File: src/rtl/core/three_motor_pd_speed_loop_defines.svh
// Assertion macros used by the speed loop RTL.
`ifndef THREE_MOTOR_PD_SPEED_LOOP_DEFINES_SVH
`define THREE_MOTOR_PD_SPEED_LOOP_DEFINES_SVH

// Same-cycle implication: when ante holds, cons must hold at that edge.
`define TMPD_ASSERT_NOW(lbl, clk, rst_n, ante, cons, msg) \
  lbl: assert property (@(posedge clk) disable iff (!rst_n) (ante) |-> (cons)) \
    else $error(msg);

// Next-cycle implication: when ante holds, cons must hold at the next edge.
`define TMPD_ASSERT_NEXT(lbl, clk, rst_n, ante, cons, msg) \
  lbl: assert property (@(posedge clk) disable iff (!rst_n) (ante) |=> (cons)) \
    else $error(msg);

`endif

File: src/rtl/core/tmpd_pkg.sv
package tmpd_pkg;

  localparam int NUM_MOTORS = 3;
  localparam int PWM_PERIOD_DEF = 1000;

  localparam int MODE_W  = 2;
  localparam int MOTOR_W = 2;
  localparam int VALUE_W = 14;
  localparam int WIDTH_W = 10;
  localparam int CFG_W   = 16;
  localparam int CFG_IDX_W = 2;
  localparam int CNT_W   = 16;
  localparam int ERR_W   = 18;

  // Request kinds.
  localparam logic [MODE_W-1:0] MODE_TICK   = 2'd0;
  localparam logic [MODE_W-1:0] MODE_PULSE  = 2'd1;
  localparam logic [MODE_W-1:0] MODE_TARGET = 2'd2;
  localparam logic [MODE_W-1:0] MODE_MOVING = 2'd3;

  // Configuration register indexes.
  localparam logic [CFG_IDX_W-1:0] REG_WINDOW_TICKS  = 2'd0;
  localparam logic [CFG_IDX_W-1:0] REG_P_GAIN        = 2'd1;
  localparam logic [CFG_IDX_W-1:0] REG_D_GAIN_FIRST  = 2'd2;
  localparam logic [CFG_IDX_W-1:0] REG_D_GAIN_OTHERS = 2'd3;

  localparam logic [CFG_W-1:0] WINDOW_TICKS_RST  = 16'd50;
  localparam logic [CFG_W-1:0] P_GAIN_RST        = 16'd77;
  localparam logic [CFG_W-1:0] D_GAIN_FIRST_RST  = 16'd768;
  localparam logic [CFG_W-1:0] D_GAIN_OTHERS_RST = 16'd1536;

  typedef struct packed {
    logic [CFG_W-1:0] window_ticks;
    logic [CFG_W-1:0] p_gain;
    logic [CFG_W-1:0] d_gain_first;
    logic [CFG_W-1:0] d_gain_others;
  } cfg_t;

endpackage

File: src/rtl/core/tmpd_pd_calc.sv
module tmpd_pd_calc
  import tmpd_pkg::*;
#(
  parameter int PWM_PERIOD = PWM_PERIOD_DEF,
  parameter int DRV_W      = $clog2(PWM_PERIOD + 1)
) (
  input  logic [VALUE_W-1:0]     target,
  input  logic [CNT_W-1:0]       count,
  input  logic signed [ERR_W-1:0] prev_err,
  input  logic [DRV_W-1:0]       drive,
  input  logic [CFG_W-1:0]       p_gain,
  input  logic [CFG_W-1:0]       d_gain,
  output logic signed [ERR_W-1:0] err,
  output logic [DRV_W-1:0]       drive_nxt
);

  localparam int GAIN_W = CFG_W + 1;
  localparam int DE_W   = ERR_W + 1;
  localparam int PP_W   = GAIN_W + ERR_W;
  localparam int DP_W   = GAIN_W + DE_W;
  localparam int SUM_W  = DP_W + 1;
  localparam int U_W    = SUM_W - 8;
  localparam int ND_W   = U_W + 1;
  localparam logic signed [ND_W-1:0] PERIOD_S = ND_W'(PWM_PERIOD);

  logic signed [DE_W-1:0]  de;
  logic signed [PP_W-1:0]  p_prod;
  logic signed [DP_W-1:0]  d_prod;
  logic signed [SUM_W-1:0] sum;
  logic signed [U_W-1:0]   u;
  logic signed [ND_W-1:0]  nd;

  assign err    = $signed({{(ERR_W-VALUE_W){1'b0}}, target})
                - $signed({{(ERR_W-CNT_W){1'b0}}, count});
  assign de     = $signed({err[ERR_W-1], err}) - $signed({prev_err[ERR_W-1], prev_err});
  assign p_prod = $signed({1'b0, p_gain}) * err;
  assign d_prod = $signed({1'b0, d_gain}) * de;
  assign sum    = $signed({{(SUM_W-PP_W){p_prod[PP_W-1]}}, p_prod})
                + $signed({d_prod[DP_W-1], d_prod});
  // Dropping the low eight bits of a two's complement value floors it.
  assign u      = sum[SUM_W-1:8];
  assign nd     = $signed({{(ND_W-DRV_W){1'b0}}, drive}) + $signed({u[U_W-1], u});

  always_comb begin
    if (nd < 0) begin
      drive_nxt = '0;
    end else if (nd > PERIOD_S) begin
      drive_nxt = DRV_W'(PWM_PERIOD);
    end else begin
      drive_nxt = nd[DRV_W-1:0];
    end
  end

endmodule
File: config.mk
export PLATFORM = sky130hd
export DESIGN_NAME = tmpd_pd_calc
export DESIGN_NICKNAME = d
export VERILOG_FILES = /design/src/rtl/core/three_motor_pd_speed_loop_defines.svh /design/src/rtl/core/tmpd_pkg.sv /design/src/rtl/core/tmpd_pd_calc.sv
export SDC_FILE = /design/constraint.sdc
export NUM_CORES = 2
export LEC_CHECK = 0
export BUFFER_PORTS_ARGS = -buffer_cell sky130_fd_sc_hd__clkbuf_2
export CAP_MARGIN = 25
export CORE_MARGIN = 2
export CORE_UTILIZATION = 35
export DETAILED_ROUTE_END_ITERATION = 6
export PLACE_DENSITY = 0.5
export SYNTH_ARGS = -nofsm -noshare
export SYNTH_HDL_FRONTEND = slang
export SYNTH_SLANG_ARGS = --single-unit
File: constraint.sdc
create_clock -name vclk -period 15.7
set_input_delay 1.57 -clock vclk [all_inputs]
set_output_delay 1.57 -clock vclk [all_outputs]
set_load 0.005 [all_outputs]
==> results.md <==
Run status:
- The run finished with clean final reports.

Cells and area:
- The final-stage net count is 3951.
- The leading cell type in the layout, fill and taps excluded is inv_1.
- The filler cells instantiated in the layout total 7081.
- In the final layout, the share of cells above drive strength 1 is 14.4%.
- After layout, the clock buffer instance count stands at 0.
- In the final layout, the multi-input gates occupy 21500 µm².
- The layout overhead on the synthesized area is 12.9%.
- The sequential cell count is 0.
- The top cell types in the final layout, fill and taps aside, are inv_1, fa_1, nand2_1.
- The combined flip-flop and latch cell area is 0 µm².

Floorplanning:
- The area of the core is 69800 µm².
- In this run the core area contains 97 standard-cell rows.
- The die covers 72400 µm².
- From bottom edge to top edge, the die measures 269 µm.
- Pin placement for this block handled 118 I/O pins.
- In this run the horizontal extent of the chip is 269 µm.
- The effective utilization at floorplan is 35.2%.

Routing:
- The number of optimization iterations in the first detailed-route pass is 5.
- The count of nets left with antenna violations once routing finished came out at 0.
- The average wire per standard cell is 18.1 µm.
- The total routed wirelength is 71800 µm.
- In the routed design, unresolved DRC markers number 0.
- Using the TritonRoute via totals, the vias-per-cell ratio works out to 4.77.
- The routed layout has 18885 vias.
- The first-iteration detailed-routing DRC count is 950.

Timing:
- On the final layout, the worst hold slack is 3.57 ns.
- The slew at the pin with the worst max-slew slack is 0.756 ns.
- The total count of max-transition violations in the final report is 0.
- The clock period could shrink to 15.32 ns.
- Measured against its own limit, the worst slew margin works out to 49.6%.
- Setup violations remaining at the end of the flow were counted as 0.
- Setup repair after global routing could not meet its margin everywhere.
- The total count of hold-check failures in the final report is 0.
- The final period utilization is 97.6%.
- Derived from the worst setup path, the maximum achievable clock frequency is 65.3 MHz.

Clocking:
- Buffers inserted to repair hold after CTS numbered 0.

Critical path:
- The required time at the worst-slack endpoint is 14.13 ns.
- The worst setup path is launched from an input pin.
- Among all stages on the critical path, the largest delay is contributed by fa_2.
- The critical path is of the input pin to primary output type.
- The arrival time of the worst setup path is 13.75 ns.
- In this design, the stage delay of the slowest critical-path cell is 0.62 ns.
- The highest fanout seen on the critical path is 8.
- The most repeated library cell on the critical path is fa_1.
- The worst setup path is captured at a primary output.

Synth:
- After technology mapping, the gate count stands at 2803.
- For this run, the register share of the synthesized area comes to 0%.
- The netlist uses 82 different library cells.
- The number of nets in the synthesized netlist is 3736.
- The number of synthesis warnings is 0.
- The post-synth design cell area is 24600 µm².
- The mean area per synthesized cell is 8.77 µm².

Place:
- The wire-length estimate of the detail-placed layout is 64500 µm.
- The total of buffers placed on input and output ports is 118.
- The routability congestion estimate is 0.878.

Worst hold path:
- The min-delay analysis places its worst path in the category input pin to primary output.

Global route:
- Entering global routing, the biggest net connects 21 pins.
- The total congestion overflow after global routing is 0.
- The number of global-route vias before repair is 20542.
- The number of antenna violations at the first check in global routing came to 1.
- The wire length of the first global-routing pass is 117000 µm.
- The overall fraction of global-route tracks in use is 20.8%.

Flow run:
- Across the run, the number of max-cap violations was 0.
[what timing repair did]
item | in CTS | in global routing
setup buffers | 1 | 10
pin swaps | 3 | 53
endpoints found under the setup margin | 10 | 10
resized for setup | 12 | 88
[synth_stat cells (all sizes together) (3+ instances only)]
| cell | number | share of area (%) |
|---|---|---|
| nand2 | 264 | 4.1 |
| nor2b | 75 | 1.9 |
| fa | 595 | 48 |
| nand2b | 11 | 0.31 |
| a2111oi | 6 | 0.30 |
| nand3 | 56 | 1.1 |
| o211ai | 8 | 0.26 |
| o211a | 4 | 0.16 |
| a21o | 14 | 0.44 |
| and3 | 40 | 1.0 |
| a31oi | 7 | 0.18 |
| o21ai | 59 | 1.2 |
| nor2 | 77 | 1.2 |
| a311oi | 3 | 0.13 |
| a21oi | 46 | 0.98 |
| buf | 8 | 0.21 |
| nand4 | 3 | 0.076 |
| xnor2 | 34 | 1.2 |
| o21a | 21 | 0.64 |
| and2b | 3 | 0.11 |
| a21boi | 23 | 0.70 |
| or3 | 5 | 0.13 |
| o21bai | 4 | 0.12 |
| nand4b | 3 | 0.11 |
| xor2 | 14 | 0.50 |
| nor3 | 13 | 0.26 |
| nand3b | 6 | 0.18 |
| and2 | 211 | 5.4 |
| a211oi | 9 | 0.34 |
| or2 | 16 | 0.41 |
| nor4 | 5 | 0.19 |
| inv | 780 | 12 |
| clkbuf | 95 | 1.6 |
| a221o | 3 | 0.13 |
| ha | 248 | 13 |
[critical path, delay by kind of cell]
| kind | cells | cell delay, ns |
|---|---|---|
| AO/OA/AOI/OAI | 18 | 3.03 |
| XOR/XNOR | 1 | 0.08 |
| AND/OR/NAND/NOR | 12 | 2.59 |
| adder cells (fa/ha/maj) | 12 | 5.51 |
| buffers and inverters | 9 | 0.92 |
[cell families after synthesis]
| group | share of synthesized area (%) |
|---|---|
| and+or+nand+nor | 17.0 |
| buffers and inverters | 13.8 |
| AOI/OAI and AO/OA | 6.30 |
| xor gates and xnor gates | 1.71 |
| adders and majority gates | 61.1 |
| muxes | 0.127 |
[metrics by stage]
stage          instances  utilization [%]  setup TNS (ns)  worst slack [ns]  cell area (µm²)
4_1_cts             3946             39.2               0            0.0186            27400
3_5_place_dp        3945             39.2           -2.19            -0.263            27300
3_3_place_gp        3945             39.2           -1.45            -0.181            27300
5_1_grt             3956             39.8           -1.35            -0.154            27800
6_report            3957             39.8               0             0.381            27800
2_1_floorplan       2803                -               0             0.113            24600
[layout make-up]
cell class	instances	share of cell area (%)
inverter	780	10.6
tap	940	4.24
multi-input combinational	1919	77.6
antenna	1	0.00901
timing repair buffer	317	7.62
[final timing paths]
path	start	cells past startpoint	endpoint	slack, ns
max	count[2]	52	drive_nxt[1]	0.38
min	drive[0]	4	drive_nxt[0]	3.57
[per-layer routing]
| layer | GRT usage, % | routed length, µm |
|---|---|---|
| met1 | 31.8 | 35000 |
| met2 | 32.5 | 31900 |
| met3 | 2.26 | 3970 |
| met4 | 2.54 | 824 |
| met5 | 0 | 8 |
