File: src/rtl/core/three_motor_pd_speed_loop_defines.svh
// Assertion macros used by the speed loop RTL.
`ifndef THREE_MOTOR_PD_SPEED_LOOP_DEFINES_SVH
`define THREE_MOTOR_PD_SPEED_LOOP_DEFINES_SVH

// Same-cycle implication: when ante holds, cons must hold at that edge.
`define TMPD_ASSERT_NOW(lbl, clk, rst_n, ante, cons, msg) \
  lbl: assert property (@(posedge clk) disable iff (!rst_n) (ante) |-> (cons)) \
    else $error(msg);

// Next-cycle implication: when ante holds, cons must hold at the next edge.
`define TMPD_ASSERT_NEXT(lbl, clk, rst_n, ante, cons, msg) \
  lbl: assert property (@(posedge clk) disable iff (!rst_n) (ante) |=> (cons)) \
    else $error(msg);

`endif

File: src/rtl/core/tmpd_pkg.sv
package tmpd_pkg;

  localparam int NUM_MOTORS = 3;
  localparam int PWM_PERIOD_DEF = 1000;

  localparam int MODE_W  = 2;
  localparam int MOTOR_W = 2;
  localparam int VALUE_W = 14;
  localparam int WIDTH_W = 10;
  localparam int CFG_W   = 16;
  localparam int CFG_IDX_W = 2;
  localparam int CNT_W   = 16;
  localparam int ERR_W   = 18;

  // Request kinds.
  localparam logic [MODE_W-1:0] MODE_TICK   = 2'd0;
  localparam logic [MODE_W-1:0] MODE_PULSE  = 2'd1;
  localparam logic [MODE_W-1:0] MODE_TARGET = 2'd2;
  localparam logic [MODE_W-1:0] MODE_MOVING = 2'd3;

  // Configuration register indexes.
  localparam logic [CFG_IDX_W-1:0] REG_WINDOW_TICKS  = 2'd0;
  localparam logic [CFG_IDX_W-1:0] REG_P_GAIN        = 2'd1;
  localparam logic [CFG_IDX_W-1:0] REG_D_GAIN_FIRST  = 2'd2;
  localparam logic [CFG_IDX_W-1:0] REG_D_GAIN_OTHERS = 2'd3;

  localparam logic [CFG_W-1:0] WINDOW_TICKS_RST  = 16'd50;
  localparam logic [CFG_W-1:0] P_GAIN_RST        = 16'd77;
  localparam logic [CFG_W-1:0] D_GAIN_FIRST_RST  = 16'd768;
  localparam logic [CFG_W-1:0] D_GAIN_OTHERS_RST = 16'd1536;

  typedef struct packed {
    logic [CFG_W-1:0] window_ticks;
    logic [CFG_W-1:0] p_gain;
    logic [CFG_W-1:0] d_gain_first;
    logic [CFG_W-1:0] d_gain_others;
  } cfg_t;

endpackage

File: src/rtl/core/tmpd_cfg.sv
module tmpd_cfg
  import tmpd_pkg::*;
(
  input  logic                 clk,
  input  logic                 rst_n,
  input  logic                 cfg_we,
  input  logic [CFG_IDX_W-1:0] cfg_idx,
  input  logic [CFG_W-1:0]     cfg_wdata,
  output cfg_t                 cfg
);

  cfg_t cfg_r;
  cfg_t cfg_nxt;

  always_comb begin
    cfg_nxt = cfg_r;
    if (cfg_we) begin
      unique case (cfg_idx)
        REG_WINDOW_TICKS:  cfg_nxt.window_ticks  = cfg_wdata;
        REG_P_GAIN:        cfg_nxt.p_gain        = cfg_wdata;
        REG_D_GAIN_FIRST:  cfg_nxt.d_gain_first  = cfg_wdata;
        REG_D_GAIN_OTHERS: cfg_nxt.d_gain_others = cfg_wdata;
        default:           cfg_nxt = cfg_r;
      endcase
    end
  end

  always_ff @(posedge clk) begin
    if (!rst_n) begin
      cfg_r.window_ticks  <= WINDOW_TICKS_RST;
      cfg_r.p_gain        <= P_GAIN_RST;
      cfg_r.d_gain_first  <= D_GAIN_FIRST_RST;
      cfg_r.d_gain_others <= D_GAIN_OTHERS_RST;
    end else begin
      cfg_r <= cfg_nxt;
    end
  end

  assign cfg = cfg_r;

endmodule

File: config.mk
export PLATFORM = sky130hd
export DESIGN_NAME = tmpd_cfg
export DESIGN_NICKNAME = d
export VERILOG_FILES = /design/src/rtl/core/three_motor_pd_speed_loop_defines.svh /design/src/rtl/core/tmpd_pkg.sv /design/src/rtl/core/tmpd_cfg.sv
export SDC_FILE = /design/constraint.sdc
export NUM_CORES = 1
export LEC_CHECK = 0
export ABC_AREA = 1
export BUFFER_PORTS_ARGS = -buffer_cell sky130_fd_sc_hd__buf_2
export CAP_MARGIN = 10
export CORE_MARGIN = 5
export CORE_UTILIZATION = 38
export DETAILED_ROUTE_END_ITERATION = 10
export GPL_TIMING_DRIVEN = 0
export PLACE_DENSITY = 0.72
export SETUP_SLACK_MARGIN = 0.3
export SLEW_MARGIN = 5
export SYNTH_ARGS = -nofsm -noshare
export SYNTH_HDL_FRONTEND = slang
export SYNTH_SLANG_ARGS = --single-unit
File: constraint.sdc
create_clock -name clk -period 0.9 [get_ports clk]
set_input_delay 0.045 -clock clk [delete_from_list [all_inputs] [get_ports clk]]
set_output_delay 0.045 -clock clk [all_outputs]
set_load 0.02 [all_outputs]
==> results.txt, run 1 <==
The worst hold path belongs to the class in2reg. Across the run, the number of max-cap violations was 0. The total leakage power came out at 2.17 nW. For the number of cells in the finished layout apart from fillers, the log shows 590. Counting every net in the synthesized netlist gives 415. In this run the biggest area consumer among cell types represents 49.1% of the synthesized area. The number of rows in the core area is 30, and the number of synthesized register bits is 64. The top cell family by delay on the critical path was flip-flops.

Summing the areas of all compound-gate instances in the mapped netlist gives 2.50% of the synthesized area. The number of distinct standard cells referenced by the synthesized netlist is 12. The critical path is of the reg2out type. The critical path launch point type was a flop. On the final layout, the worst clock skew is 0 ns. The layout overhead on the synthesized area was 62.6%. The run gives 567 as the filler cell count in the final layout. Yosys printed 0 warnings. For this run, the share of the core covered by cells in the final layout is 63.1%. TritonCTS built the clock tree. Walking the worst path, the cells encountered are buf_6. The most frequently used flop master after synthesis is dfxtp_1. The first global-routing pass estimated 12800 µm of wire. The multi-input combinational cells in the finished layout cover a total of 1130 µm². The logs give 2 for the maximum count of clock buffers along a single path and 6720 µm² for the placeable core area.

The leading cell type by number of instances after synthesis is nand2_1. The initial cell density of the core was 38.8%. For this block, wires on met1 add up to 3400 µm. The clock tree synthesis step divided the H-tree into 3 levels. Multiplexer cells account for 0% of the synthesized area.

Internal power comes to 4.61 mW. The final critical path takes up 96.4% of the cycle. The root buffer cell chosen for the clock tree is clkbuf_8. Summed over all nets, wire length on met3 after detailed routing comes to 585 µm. After detailed placement, the total cell area comes to 3350 µm². The flow ran to the end, but the final reports show violations. The average footprint of a synthesized cell was 6.62 µm²; the overall die height was 92.8 µm. For the global routing usage summed across all routing layers, the log shows 19.1%. Based on the critical path, the design can be clocked at up to 1.15 GHz. Summing internal, switching and leakage power gives 6.54 mW.

The run gives 1.94 mW as the power dissipated by switching net loads. The register with the most flip-flops in the layout has 64 of them. By area, the combinational part of the netlist is dominated by simple AND/OR/NAND/NOR gates.

After detailed routing, no signal wire sits above met4. Switching share of total power: 29.6%. In the final design database the tool counted 526 nets. During placement, the flow inserted port buffers numbering 82. Data on the critical path arrives at its endpoint at 0.82 ns. The tools report the total area of sequential cells as 1430 µm². After detailed routing, the total wire length is 8250 µm.

The combined buffer and inverter count along the critical path works out to 1. The largest total area in the synthesized netlist belongs to dfxtp_1. Floorplan die area: 8620 µm². The worst setup path is captured at an output pin.

The final reports fail on hold timing. The maximum number of pins on one net before global-route repair came out at 12. The fraction of power consumed by combinational cells was 19.5%; the post-synthesis sequential area ratio was 49.1%. Largest incremental delay on the critical path: 0.35 ns. Setup violations remaining at the end of the flow were counted as 0. The cell area that synthesis handed to floorplanning was 2610 µm².

The commonest cells after synthesis are nand2_1, nor2_1, dfxtp_1. Cells with a size suffix above 1 make up 51.6% of the layout. The initial antenna violation count came out at 0.

The clock period could shrink to 0.868 ns. After detailed routing, the average wire length per cell comes to 14.0 µm. The tools report the routed wire length on met2 as 4100 µm. In this run, flip-flops and latches consume 47.3% of the power. The power per cell area works out to 1540 nW/µm². Routability-driven placement finished with a final weighted congestion of 0.832. Max-slew violation total from the final report: 0. The routed layout has 2722 vias.

Counting every instance in the synthesized netlist gives 394. In this run the tightest slew margin relative to its limit is 82.5%. At the pin with the least slew margin, the transition time is 0.261 ns. Once layout is done, the placed cells without fillers occupy 4240 µm². Remaining number of nets flagged by the antenna check after routing: 0. Detailed placement ended at an HPWL of 5580 µm. The antenna diode instance count was 0.

The number of sinks driven by the clock tree was 64; the critical path required time was 0.85 ns. The count of endpoints failing hold in the final timing report was 6; the maximum fanout along the worst path was 2. The basic-gate share of the synthesized area counting and, or, nand and nor cells came out at 36.2%. After synthesis, the cell types taking the most area are dfxtp_1, nand2_1, nor2_1.

For the detailed-router iteration count before antenna repair, the log shows 4. In this run the horizontal extent of the chip is 92.8 µm. The clock network burns 33.2% of the power. The run gives 146 as the violation count after the first detailed-routing iteration. In the final timing run, aggregate negative setup slack is 0 ns.

Total clock buffers created by CTS: 9. The average vias per placed instance is 4.61, and the number of instances in the placed design is 556. For the worst-skew pair, the clock arrives at the later sink with an insertion delay of 0.34 ns. Counting flops with a built-in enable in the synthesized netlist gives 0. The worst-case IR drop observed on VDD is 0.841 mV. For this run, design rule violations remaining after detail routing come to 0. The tools report the final worst hold slack as -0.0239 ns. The number of global-route vias before repair is 2653, and the share of flip-flops with an asynchronous set or reset after synthesis is 0%. The total overflow left after global routing is 0. The CTS clock-pin slew for the worst setup and hold paths was 0.07 ns; the xor and xnor fraction of the mapped netlist area was 0%. 85 I/O pins were placed.

Setup repair after global routing could not meet its margin everywhere. The cell at the slowest stage of the critical path is dfxtp_4. Of the total synthesized cell area, the portion taken by full adders, half adders and majority gates is 0%.
-- layout by cell type, fill, tap and decap left out, types with 2 or more instances in the layout --
cell type / n
nand3_1: 24
nor2_1: 94
nand4_1: 2
buf_2: 25
clkbuf_4: 3
nand2_1: 96
dfxtp_4: 29
clkinv_2: 4
nand2_2: 16
inv_2: 26
dfxtp_2: 35
buf_4: 5
a21oi_2: 12
inv_1: 30
clkbuf_8: 10
nand3_2: 5
buf_6: 87
-- power by group through the flow --
stage          logic, mW  clock network, mW  registers, mW
6_report            1.27               2.18           3.09
3_3_place_gp       0.942                  0           3.09
5_1_grt             1.40               2.35           3.11
4_1_cts             1.14               2.21           3.08
3_5_place_dp       0.957                  0           3.09
2_1_floorplan      0.425                  0           3.28
-- layout make-up --
type                       count  share of cell area [%]
buffer                        22                    4.34
clock buffer                  10                    3.25
clock inverter                 6                   0.797
inverter                      56                    4.96
multi-input combinational    252                    26.8
sequential                    64                    33.8
tap                           80                    2.36
timing repair buffer         100                    23.7
-- metrics by stage --
step	hold slack, ns	setup slack (ns)
6_report	-0.0239	0.0323
5_1_grt	-0.0346	-0.0240
4_1_cts	-0.0335	0.0274
3_5_place_dp	0.322	-0.0109
3_3_place_gp	0.318	0.0258
2_1_floorplan	0.158	0.256
-- worst paths after layout --
path,from,endpoint,slack [ns],depth (start not counted)
max,cfg[0]$_SDFFE_PN0P_,cfg[0],0.03,1
min,cfg_wdata[10],cfg[10]$_SDFFE_PN1P_,-0.02,3
max reg2reg,cfg[23]$_SDFFE_PN0P_,cfg[23]$_SDFFE_PN0P_,0.07,6
min reg2reg,cfg[38]$_SDFFE_PN1P_,cfg[38]$_SDFFE_PN1P_,0.47,2
-- routing by layer --
metal  GRT usage [%]  up-vias
met3            5.20       13
li1                -     1385
met4            6.35        0
met5               0        -
met2            32.5       90
met1            23.1     1234
-- tightest hold or removal path: cells and delay by family --
kind	cells	cell delay, ns
buffers and inverters	1	0.13
AND/OR/NAND/NOR	2	0.11
-- cells by family (layout without fill, tap and decap cells) --
kind of cell | count (synthesis) | count (layout)
buffers and inverters | 78 | 194
flip-flops | 64 | 64
AO/OA/AOI/OAI | 13 | 13
AND/OR/NAND/NOR | 239 | 239
-- repair_timing --
item | in CTS | in global routing
pin swaps | 1 | 20
buffers inserted | 3 | 15
endpoints found under the setup margin | 103 | 123
endpoints found under the hold margin | 6 | 2
gates resized for setup | 160 | 55
Power figures use the tool's default switching activity.
==> run 2: changes to the inputs <==
--- a/config.mk
+++ b/config.mk
@@ -5,10 +5,8 @@
 export SDC_FILE = /design/constraint.sdc
 export NUM_CORES = 1
 export LEC_CHECK = 0
-export ABC_AREA = 1
 export BUFFER_PORTS_ARGS = -buffer_cell sky130_fd_sc_hd__buf_2
 export CAP_MARGIN = 10
-export CORE_MARGIN = 5
 export CORE_UTILIZATION = 38
 export DETAILED_ROUTE_END_ITERATION = 10
 export GPL_TIMING_DRIVEN = 0
==> results.txt, run 2 <==
Proportion of power drawn by the clock network: 35.0% (+1.8 points). Traced cell by cell, the critical path runs through buf_6. The fraction of post-synthesis cell area in the top cell type by area was 51.9% (+2.8 points). Worst path setup slack after routing: 0.0475 ns (+0.0152 ns).

The library cells used most frequently in the layout, excluding fill and tap cells, are buf_6, mux2i_1, dfxtp_2. The flow ran to the end, but the final reports show violations. After synthesis, the most frequently instantiated cells are nand2_1, dfxtp_1, mux2i_1. The number of distinct standard cells referenced by the synthesized netlist was 20 (+8). The violation count after the first detailed-routing iteration came out at 61 (-58%). The switching share of total power is 26.4% (-3.2 points). For the net total in the final layout, the log shows 376 (-29%).

The synthesized netlist cell count was 241 (-39%); the global routing usage summed across all routing layers was 21.6% (+2.5 points). I/O pin count: 85 (unchanged). The die span in x was 82.6 µm (-11%). The maximum count of clock buffers along a single path was 2 (unchanged). The insertion delay of the later-clocked pin in the worst-skew pair was 0.33 ns (about the same). The number of rows in the core area was 28 (-6.7%); the pre-CTS setup slack was -0.177 ns (-0.167 ns). TritonCTS built the clock tree.

The critical path launch point type is a flop. The overall die height is 82.6 µm (-11%). The path depth of the worst reg2reg path is 4 (-2). The total clock buffers created by CTS was 9 (unchanged); the post-route minimum period was 0.852 ns (-0.0152 ns). The setup violation total in the final timing report was 0 (unchanged); the cell area after synthesis was 2470 µm² (-5.4%). For the worst voltage drop across the vdd grid, the log shows 1.17 mV (+39%). The highest clock frequency the design can meet came out at 1.17 GHz (+1.8%). The maximum fanout along the worst path was 2 (unchanged); the count of buffers from port buffering was 83 (+1.2%). The power per cell area came out at 1520 nW/µm² (-1.7%). Wire length per cell after detailed routing: 16.1 µm (+15%).

The run gives 0 (unchanged) as the remaining number of nets flagged by the antenna check after routing. The average footprint of a synthesized cell is 10.2 µm² (+55%). The synthesized design spends more area on one cell type than any other, namely dfxtp_1. Global-route wire length before repair: 10500 µm (-18%). The sequential fraction of design power is 49.6% (+2.3 points), and the fraction of final layout cells sized beyond drive strength 1 is 61.4% (+9.8 points). The antenna diode instance count is 0 (unchanged).

The share of flip-flops with an asynchronous set or reset after synthesis works out to 0% (unchanged). For the number of nets produced by synthesis, the log shows 262 (-37%). The detailed-router iteration count before antenna repair was 4 (unchanged); the final worst hold slack was -0.00206 ns (+0.0218 ns). The run gives 3 (unchanged) as the number of H-tree levels. For this design, the slowest cell found on the critical path is dfxtp_4. For the placeable core area, the log shows 6100 µm² (-9.3%).

The number of warnings issued by yosys was 0 (unchanged). Ranked by total cell area, the synthesized netlist is headed by dfxtp_1, mux2i_1, nand2_1. The transition time of the tightest slew-check pin was 0.324 ns (+0.0628 ns). The checks that failed: hold timing. In this design, the largest share of critical-path delay is due to flip-flops. The library cell used most frequently in the layout, excluding fill and tap cells, is buf_6. The vias after detailed routing is 2148 (-21%). The run gives 78.4% (-4.1 points) as the headroom to the max-slew limit. The average vias per placed instance is 4.94 (+7.0%). The cell at the root of the clock tree is clkbuf_8.

The count of endpoints failing hold in the final timing report was 2 (-4). The logs give 6820 µm² (-21%) for the floorplan die area and 11 (-1) for the maximum number of pins on one net before global-route repair. The initial antenna violation count came out at 0 (unchanged). The CTS clock-pin slew for the worst setup and hold paths works out to 0.07 ns (about the same). The combined buffer and inverter count along the critical path is 1 (unchanged). The number of cells on the critical path works out to 1 (unchanged).

The critical path required time was 0.85 ns (about the same); the total negative slack for setup checks was 0 ns (unchanged). The post-synthesis sequential area ratio is 51.9% (+2.8 points). The min-delay analysis places its worst path in the category in2reg. The run gives 0 (unchanged) as the total congestion overflow after global routing. The number of synthesized register bits is 64 (unchanged), and the number of flip-flops under the largest register name is 64 (unchanged).

The run gives 0 (unchanged) as the max-slew violation total from the final report. The layout overhead on the synthesized area is 62.6% (about the same). Setup repair after global routing could not meet its margin everywhere. STA classifies the critical path endpoint as an output pin. The arrival time of the worst setup path is 0.81 ns (about the same), and the wire length after detailed routing is 6980 µm (-15%). The power dissipated by switching net loads is 1.61 mW (-17%), and the number of instances on the worst hold path is 3 (unchanged). The max-cap check violation count is 0 (unchanged). The tools report the total leakage power as 1.88 nW (-13%). The estimated wirelength of the detail-placed design was 4470 µm (-20%); the internal power component was 4.48 mW (-2.8%). For the fraction of power consumed by combinational cells, the log shows 15.3% (-4.2 points). Global placement routability congestion: 0.730 (-12%). The largest incremental delay on the critical path came out at 0.35 ns (about the same).

The final clock period utilization by the worst path is 94.7% (-1.7 points). The count of flip-flops with a built-in enable after synthesis is 0 (unchanged). The run gives 0 (unchanged) as the number of remaining DRC errors. The most frequently used flop master after synthesis is dfxtp_1. The leading cell type by number of instances after synthesis is nand2_1. The initial cell density of the core is 40.5% (+1.7 points), and the number of sinks driven by the clock tree is 64 (unchanged). For the setup clock skew after layout, the log shows 0 ns (unchanged). For the number of global-route vias before repair, the log shows 2076 (-22%).

The critical path is of the reg2out type.
run 2: cell type report:
type                            count  area, µm²
Clock buffer                       13        149
Clock inverter                      3       17.5
Multi-Input combinational cell    151       1090
Inverter                            8       30.0
Buffer                             18        193
Fill cell                         483       2080
Tap cell                           75       93.8
Timing Repair Buffer              103       1050
Sequential cell                    64       1390
run 2: worst paths after layout:
kind,from,to,slack (ns)
setup / recovery,cfg[15]$_SDFFE_PN0P_,cfg[15],0.05
hold / removal,cfg_wdata[9],cfg[57]$_SDFFE_PN0P_,-0.002
setup reg to reg,cfg[2]$_SDFFE_PN0P_,cfg[2]$_SDFFE_PN0P_,0.11
hold reg to reg,cfg[11]$_SDFFE_PN0P_,cfg[11]$_SDFFE_PN0P_,0.46
run 2: logic make-up after synthesis:
family	synth area share (%)
muxes	22.3
DFF	51.9
buffers and inverters	5.88
and+or+nand+nor	17.0
AOI/OAI and AO/OA	2.89
run 2: what timing repair did:
| action | in CTS | in global routing |
|---|---|---|
| setup endpoints to repair | 90 | 122 |
| endpoints found under the hold margin | 4 | 3 |
| pin swaps | 5 | 1 |
| gates resized for setup | 160 | 26 |
| buffers inserted | 7 | 12 |
| cloned | 1 | 0 |
run 2: through the flow:
stage          power (mW)  utilization [%]  instance area [µm²]  instances
3_5_place_dp         3.76             51.4                 3130        399
3_3_place_gp         3.74             51.4                 3130        399
4_1_cts              6.09             63.1                 3850        423
2_1_floorplan        3.50                -                 2630        241
5_1_grt              6.38             65.8                 4010        435
6_report             6.09             65.8                 4010        435
run 2: power groups by stage:
| stage | Clock (mW) | Sequential, mW | Combinational (mW) |
|---|---|---|---|
| finish | 2.13 | 3.02 | 0.934 |
| global route | 2.35 | 3.03 | 0.994 |
| CTS | 2.19 | 3.01 | 0.880 |
| detailed placement | 0 | 3.04 | 0.711 |
| global placement | 0 | 3.04 | 0.703 |
| floorplan | 0 | 3.18 | 0.323 |
run 2: per-layer routing:
layer / up-vias / routed length, µm / GRT usage, %
li1: 1044 / - / -
met1: 1004 / 2900 / 24.6
met4: 0 / 166 / 9.31
met2: 83 / 3360 / 35.9
met3: 17 / 550 / 8.24
met5: - / 0 / 0
